<file path="config.mk">
export PLATFORM = sky130hd
export DESIGN_NAME = loop_head_phase_fade
export DESIGN_NICKNAME = d
export VERILOG_FILES = /design/src/design/lhpf_pkg.sv /design/src/design/loop_head_phase_fade.sv /design/src/design/lhpf_cfg.sv /design/src/design/lhpf_step.sv
export SDC_FILE = /design/constraint.sdc
export NUM_CORES = 1
export LEC_CHECK = 0
export BUFFER_PORTS_ARGS = -buffer_cell sky130_fd_sc_hd__buf_4
export CORE_MARGIN = 2
export CORE_UTILIZATION = 55
export DETAILED_ROUTE_END_ITERATION = 16
export GPL_TIMING_DRIVEN = 0
export PLACE_DENSITY = 0.74
export SYNTH_ARGS = -nofsm -noshare
export SYNTH_HDL_FRONTEND = slang
export SYNTH_SLANG_ARGS = --single-unit
</file>
<file path="constraint.sdc">
create_clock -name clk -period 16 [get_ports clk]
set_clock_uncertainty 0.1 [all_clocks]
set_input_delay 1.6 -clock clk [delete_from_list [all_inputs] [get_ports clk]]
set_output_delay 1.6 -clock clk [all_outputs]
set_load 0.005 [all_outputs]
</file>
<file path="src/design/lhpf_pkg.sv">
// shared types and constants of the loop play head controller
package lhpf_pkg;

	localparam int PHASE_W = 48;
	localparam int RATE_W  = 32;
	localparam int LOOP_W  = 40;
	localparam int FADE_W  = 17;
	localparam int CFG_IDX_W  = 3;
	localparam int CFG_DATA_W = 40;

	localparam logic [FADE_W-1:0] FADE_ONE    = FADE_W'(65536);
	localparam logic [RATE_W-1:0] RATE_RESET  = RATE_W'(65536);

	typedef enum logic [1:0] {
		MODE_INACTIVE = 2'd0,
		MODE_FADE_IN  = 2'd1,
		MODE_ACTIVE   = 2'd2,
		MODE_FADE_OUT = 2'd3
	} mode_t;

	typedef enum logic [1:0] {
		REQ_TICK      = 2'd0,
		REQ_SET_MODE  = 2'd1,
		REQ_SET_PHASE = 2'd2,
		REQ_NONE      = 2'd3
	} req_t;

	typedef enum logic [1:0] {
		ACT_NONE     = 2'd0,
		ACT_LOOP_FWD = 2'd1,
		ACT_LOOP_BWD = 2'd2,
		ACT_STOP     = 2'd3
	} action_t;

	localparam logic [CFG_IDX_W-1:0] REG_RATE_STEP   = 3'd0;
	localparam logic [CFG_IDX_W-1:0] REG_LOOP_START  = 3'd1;
	localparam logic [CFG_IDX_W-1:0] REG_LOOP_END    = 3'd2;
	localparam logic [CFG_IDX_W-1:0] REG_LOOP_ENABLE = 3'd3;
	localparam logic [CFG_IDX_W-1:0] REG_HEAD_ENABLE = 3'd4;
	localparam logic [CFG_IDX_W-1:0] REG_FADE_INC    = 3'd5;

	typedef struct packed {
		logic [RATE_W-1:0] rate_step;
		logic [LOOP_W-1:0] loop_start;
		logic [LOOP_W-1:0] loop_end;
		logic              loop_enable;
		logic              head_enable;
		logic [FADE_W-1:0] fade_increment;
	} cfg_t;

	typedef struct packed {
		logic [PHASE_W-1:0] phase;
		logic [FADE_W-1:0]  fade;
		mode_t              mode;
	} state_t;

	typedef struct packed {
		req_t               req;
		mode_t              new_mode;
		logic [PHASE_W-1:0] new_position;
	} item_t;

	typedef struct packed {
		action_t act;
		logic    trig;
	} event_t;

endpackage

</file>
<file path="src/design/loop_head_phase_fade.sv">
// top level of the loop play head controller
//
// Requests arrive on the in channel (in_valid/in_ready) as req_type,
// new_mode and new_position; each request gives exactly one result on the
// out channel (out_valid/out_ready): action, trigger, position, fade_level
// and mode after the request.
// Registers are written on the cfg channel (cfg_valid/cfg_ready, cfg_index,
// cfg_data); cfg_ready is always high and unknown indexes are dropped.
// A request is held in an input register, then the step logic updates phase,
// fade and mode and loads the result register once that register is empty
// or out_ready is high.
// One request per cycle is accepted while the receiver does not stall; the
// next state from the phase adder and fade ramp is formed combinationally.
// When the receiver stalls, the result register holds its transfer and
// the input register fills; in_ready then drops until out_ready returns.
// Reset clears phase, fade and mode to zero/inactive, empties both
// registers and loads the register defaults (rate_step one frame per tick).
module loop_head_phase_fade import lhpf_pkg::*; (
	input  logic                  clk,
	input  logic                  arst_n,
	input  logic                  in_valid,
	output logic                  in_ready,
	input  logic [1:0]            req_type,
	input  logic [1:0]            new_mode,
	input  logic [PHASE_W-1:0]    new_position,
	output logic                  out_valid,
	input  logic                  out_ready,
	output logic [1:0]            action,
	output logic                  trigger,
	output logic [PHASE_W-1:0]    position,
	output logic [FADE_W-1:0]     fade_level,
	output logic [1:0]            mode,
	input  logic                  cfg_valid,
	output logic                  cfg_ready,
	input  logic [CFG_IDX_W-1:0]  cfg_index,
	input  logic [CFG_DATA_W-1:0] cfg_data
);

	cfg_t   cfg;
	item_t  item_s1;
	logic   valid_s1;
	state_t state_q;
	state_t state_nxt;
	event_t evt;
	event_t evt_s2;
	logic   valid_s2;
	logic   advance;

	assign cfg_ready = 1'b1;

	lhpf_cfg u_cfg (
		.clk       (clk),
		.arst_n    (arst_n),
		.cfg_valid (cfg_valid),
		.cfg_index (cfg_index),
		.cfg_data  (cfg_data),
		.cfg       (cfg)
	);

	lhpf_step u_step (
		.item (item_s1),
		.cur  (state_q),
		.cfg  (cfg),
		.nxt  (state_nxt),
		.evt  (evt)
	);

	assign advance  = valid_s1 && (!valid_s2 || out_ready);
	assign in_ready = !valid_s1 || advance;

	// input register
	always_ff @(posedge clk or negedge arst_n) begin
		if (!arst_n) begin
			valid_s1 <= 1'b0;
		end else if (in_ready) begin
			valid_s1 <= in_valid;
		end
	end

	always_ff @(posedge clk) begin
		if (in_ready && in_valid) begin
			item_s1.req          <= req_t'(req_type);
			item_s1.new_mode     <= mode_t'(new_mode);
			item_s1.new_position <= new_position;
		end
	end

	// head state
	always_ff @(posedge clk or negedge arst_n) begin
		if (!arst_n) begin
			state_q.phase <= '0;
			state_q.fade  <= '0;
			state_q.mode  <= MODE_INACTIVE;
		end else if (advance) begin
			state_q <= state_nxt;
		end
	end

	// result register
	always_ff @(posedge clk or negedge arst_n) begin
		if (!arst_n) begin
			valid_s2 <= 1'b0;
		end else if (advance) begin
			valid_s2 <= 1'b1;
		end else if (out_ready) begin
			valid_s2 <= 1'b0;
		end
	end

	always_ff @(posedge clk) begin
		if (advance) begin
			evt_s2 <= evt;
		end
	end

	assign out_valid  = valid_s2;
	assign action     = evt_s2.act;
	assign trigger    = evt_s2.trig;
	assign position   = state_q.phase;
	assign fade_level = state_q.fade;
	assign mode       = state_q.mode;

endmodule

</file>
<file path="src/design/lhpf_cfg.sv">
// configuration register file
module lhpf_cfg import lhpf_pkg::*; (
	input  logic                  clk,
	input  logic                  arst_n,
	input  logic                  cfg_valid,
	input  logic [CFG_IDX_W-1:0]  cfg_index,
	input  logic [CFG_DATA_W-1:0] cfg_data,
	output cfg_t                  cfg
);

	cfg_t cfg_q;

	always_ff @(posedge clk or negedge arst_n) begin
		if (!arst_n) begin
			cfg_q.rate_step      <= RATE_RESET;
			cfg_q.loop_start     <= '0;
			cfg_q.loop_end       <= '0;
			cfg_q.loop_enable    <= 1'b0;
			cfg_q.head_enable    <= 1'b0;
			cfg_q.fade_increment <= '0;
		end else if (cfg_valid) begin
			unique case (cfg_index)
				REG_RATE_STEP:   cfg_q.rate_step      <= cfg_data[RATE_W-1:0];
				REG_LOOP_START:  cfg_q.loop_start     <= cfg_data[LOOP_W-1:0];
				REG_LOOP_END:    cfg_q.loop_end       <= cfg_data[LOOP_W-1:0];
				REG_LOOP_ENABLE: cfg_q.loop_enable    <= cfg_data[0];
				REG_HEAD_ENABLE: cfg_q.head_enable    <= cfg_data[0];
				REG_FADE_INC:    cfg_q.fade_increment <= cfg_data[FADE_W-1:0];
				default: ;
			endcase
		end
	end

	assign cfg = cfg_q;

endmodule

</file>
<file path="src/design/lhpf_step.sv">
// next-state logic: phase step, range check and fade ramp, plus set-mode and set-phase requests
module lhpf_step import lhpf_pkg::*; (
	input  item_t  item,
	input  state_t cur,
	input  cfg_t   cfg,
	output state_t nxt,
	output event_t evt
);

	logic [PHASE_W-1:0] phase_sum;
	logic               rate_positive;
	logic               out_of_range;
	mode_t              mid_mode;
	logic [FADE_W:0]    fade_sum;
	logic [FADE_W:0]    fade_diff;

	always_comb begin
		phase_sum = cur.phase + {{(PHASE_W-RATE_W){cfg.rate_step[RATE_W-1]}}, cfg.rate_step};
		rate_positive = (cfg.rate_step != '0) && !cfg.rate_step[RATE_W-1];
		out_of_range =
			($signed(phase_sum) > $signed({{(PHASE_W-LOOP_W){1'b0}}, cfg.loop_end})) ||
			($signed(phase_sum) < $signed({{(PHASE_W-LOOP_W){1'b0}}, cfg.loop_start}));
		fade_sum  = {1'b0, cur.fade} + {1'b0, cfg.fade_increment};
		fade_diff = {1'b0, cur.fade} - {1'b0, cfg.fade_increment};

		nxt      = cur;
		evt.act  = ACT_NONE;
		evt.trig = 1'b0;
		mid_mode = cur.mode;

		case (item.req)
			REQ_TICK: begin
				// phase step
				if (cur.mode != MODE_INACTIVE) begin
					nxt.phase = phase_sum;
					if (cfg.head_enable && out_of_range) begin
						if (cfg.loop_enable) begin
							evt.trig = 1'b1;
							evt.act  = rate_positive ? ACT_LOOP_FWD : ACT_LOOP_BWD;
						end else begin
							mid_mode = MODE_FADE_OUT;
							evt.act  = ACT_STOP;
						end
					end
				end
				// fade step
				nxt.mode = mid_mode;
				if (mid_mode == MODE_FADE_IN) begin
					if (fade_sum > {1'b0, FADE_ONE}) begin
						nxt.fade = FADE_ONE;
						nxt.mode = MODE_ACTIVE;
					end else begin
						nxt.fade = fade_sum[FADE_W-1:0];
					end
				end else if (mid_mode == MODE_FADE_OUT) begin
					if (fade_diff[FADE_W]) begin
						nxt.fade = '0;
						nxt.mode = MODE_INACTIVE;
					end else begin
						nxt.fade = fade_diff[FADE_W-1:0];
					end
				end
			end
			REQ_SET_MODE:  nxt.mode  = item.new_mode;
			REQ_SET_PHASE: nxt.phase = item.new_position;
			default: ;
		endcase
	end

endmodule
</file>
==> key figures <==
Outcome
  – Status: finished clean

Layout
  – Most common cell after layout, fill and taps aside: nand2_1
  – Cell Count, Final, Fillers Out: 2,438
  – Fillers: 2,444
  – Layout Nets: roughly 2,300
  – Most frequent cells in the layout: nand2_1 (240), dfrtp_1 (199), buf_4 (174)
  – N_diodes: 0
  – Share of cells above drive strength 1: 15.7%
  – Area Growth Syn to Fin: 16.7%

CTS
  – CTS Hold Bufs: 0
  – CTS clock-pin slew for the worst setup and hold paths: about 0.060 ns
  – Clk sinks: between 200 and 300
  – # Post-CTS Setup Buffers: 0
  – CTS tree: built
  – Clock Tree Buf Depth: 3
  – Clock Root Buffer: clkbuf_16
  – Max H-tree Level: 1
  – Post-CTS sizing: 0
  – Num CTS Buffers: 30
  – Clock latency on the worst-skew pair: between 0.5 and 0.6 ns

Power and ir drop
  – Peak supply drop: ~0.12 mV
  – PD cells: 231 nW/um2
  – Pleak: roughly 8.6 nW

Placement
  – GPL Wtd Cong: approximately 0.96
  – Port bufs: 170
  – Post-DP HPWL: 39,900 um
  – Placed instance count: approximately 2,400

Synth
  – Syn Area/Cell: 9.15 um2
  – Cells after Synth: approximately 1,800
  – Netlist cell types: 100
  – Asr flop ratio synth: a little under 80%
  – Area fraction of the dominant cell type after synthesis: 29.9%
  – Synth top area cells: dfrtp_1 (30%), ha_1 (12%), edfxtp_1 (9.9%)
  – Syn_nets: between 2,000 and 2,500
  – Syn Std Cell Area: about 17,000 um2
  – Ys flop type: dfrtp_1
  – Sequential share of the synthesized area: 40.0%
  – Number of flops mapped to enable cells by yosys: 55
  – Yosys warning count: 0
  – #FFs+latches synth: ~260
  – Synth area leader: dfrtp_1

Global route
  – Initial antenna violation count: 0
  – Vias in the first global route: 14,461
  – Largest net degree at the start of global routing: ~100
  – GRT Total Usage: about a third
  – First-pass GRT wire length: 80,900 um
  – Global-route congestion overflow total: 0

Routing
  – # DRC: 0
  – Routed Antenna Nets: 0
  – First DRT Iteration DRCs: approximately 1,500
  – Vias per Instance: ~6.2
  – DR vias: between 15,000 and 20,000
  – Drt wl/cell: between 20 and 25 um
  – Detailed Route WL: ~52,000 um
  – First-pass DRT Iterations: 6

Setup path
  – Worst-path cell chain: ha_1 > a211oi_1 > o21ai_1 > a21oi_1 > a2111o_1 > and3_1 > o21ai_0 > a21oi_1 > o221ai_1 > xor2_1 > ha_1 > nand4_1 > nor4_1 > nand4_1 > a22oi_1 > o2111ai_2 > nand4bb_4 > a2111oi_4 > nand3b_1 > o211ai_1
  – Max incr delay on CP: 1.00 ns
  – CP max-delay cell: nor4_1
  – FF-to-FF setup slack: 8.19 ns
  – Reg2Reg Depth: 20
  – Arrival @ worst endpoint: around 8.2 ns
  – RR Endpoint: fade_level[9]$_DFFE_PN0P_
  – Worst setup path start: position[1]$_DFFE_PN0P_
  – Crit path max fanout: 10
  – Crit end category: flop
  – Critical path launch point type: flop
  – Reg-to-Reg Start: position[1]$_DFFE_PN0P_
  – Crit path kind: reg2reg
  – Worst Path Required: 16.38 ns

Hold path
  – Hold Crit Class: reg2reg
  – Hold path endpoint: out_valid$_DFFE_PN0P_
  – HP Start: valid_s1$_DFFE_PN0N_
  – Worst Hold Depth: 1

Timing
  – Period minus WS final: between 7 and 8 ns
  – Hold_ws: a little under 0.4 ns
  – Unrepaired setup endpoints after global routing: no
  – Final setup viols: 0
  – Setup TNS: 0 ns
  – Max Clk Rate: approximately 0.13 GHz
  – Slew headroom: a little over a fifth
  – Slew @ Worst Pin: between 1 and 1.5 ns
  – Fin. Hold Viols: 0
  – Final Max Slew Viols: 0
  – Fin crit share: between 40 and 50%

Floorplan
  – Core area: slightly below 30,000 um2
  – Initial Util: 56.1%
  – Full die area: 31,700 um2
  – Die H: roughly 180 um
  – # rows: 63
  – Die W: between 150 and 200 um
  – Io pins: around 170

Run
  – Max-cap violations: 0
-- sequential cells by signal, summed over array words and instances (netlist names) --
name	count
u_cfg.cfg	131
position	48
mode	2
trigger	1
out_valid	1
fade_level	17
valid_s1	1
action	2
item_s1	52
-- Yosys cell counts (6+ instances only) --
master	instances
o21a_1	11
and2_1	6
edfxtp_1	55
nand3_1	31
nand2_1	240
nand4_1	36
a211o_1	6
o2111ai_1	6
and3_1	8
o31ai_1	8
a31oi_1	56
xor2_1	23
ha_1	160
nand3b_1	7
a21oi_1	113
o21ai_0	146
nor3_1	35
a211oi_1	17
o21ai_1	8
or3_1	12
mux2_2	53
o211ai_1	17
dfrtp_1	199
nor4_1	15
xnor2_1	44
o21bai_1	16
nor2b_1	8
nor2_1	123
inv_1	128
nand2b_1	20
a21o_1	27
clkbuf_1	59
-- stage by stage --
step | setup WS [ns] | area, um2 | power (mW) | utilization, %
2_1_floorplan | 10.57 | 16700 | 2.87 | -
3_3_place_gp | 8.54 | 18400 | 3.67 | 62.0
3_5_place_dp | 8.55 | 18500 | 3.74 | 62.2
4_1_cts | 8.52 | 19400 | 4.44 | 65.4
5_1_grt | 8.07 | 19400 | 4.83 | 65.4
6_report | 8.19 | 19400 | 4.49 | 65.4
-- final cells by class --
class	instances	area [um2]	share of cell area (%)
multi-input cells	1355	9140	47.0
flip-flops and latches	255	6660	34.2
repair buffers	172	1330	6.85
clock buffers	43	841	4.32
inverters	131	492	2.53
well taps	390	488	2.51
plain buffers	79	382	1.96
clock inverters	13	109	0.560
-- per-layer routing --
layer	vias up	GRT usage, %	part of all wire, %
met4	0	9.22	2.7
met2	675	52.0	45
li1	6946	-	-
met5	-	0	0
met3	111	4.07	7.8
met1	7311	47.6	45
-- critical path: cells and delay by family (launching register included) --
kind	cells	cell delay, ns
fa+ha+maj	2	0.59
compound gates	11	3.77
simple gates	6	2.34
xor+xnor	1	0.43
flops	1	0.46
-- how the worst max path moves through the flow --
stage                                            end  slack, ns  cells past startpoint
after detailed placement   fade_level[9]$_DFFE_PN0P_       8.55                     21
final                      fade_level[9]$_DFFE_PN0P_       8.19                     20
after floorplan            fade_level[2]$_DFFE_PN0P_      10.57                     21
after global placement    fade_level[11]$_DFFE_PN0P_       8.54                     21
after global routing       fade_level[8]$_DFFE_PN0P_       8.07                     20
after CTS                  fade_level[9]$_DFFE_PN0P_       8.52                     21
-- power breakdown --
part / switching (mW) / internal [mW]
clock network: 0.284 / 0.382
registers: 0.166 / 0.829
logic: 1.70 / 1.13
-- cell families after synthesis --
kind of cell | after synthesis | share of synthesized area [%]
simple gates | 570 | 15.9
compound gates | 496 | 19.1
flops | 255 | 40.0
buf+inv | 210 | 5.24
fa+ha+maj | 163 | 12.4
xor+xnor | 67 | 3.52
mux | 58 | 3.88
other cells | 1 | 0.0225
Note: power is estimated with default switching activity, not from simulation.
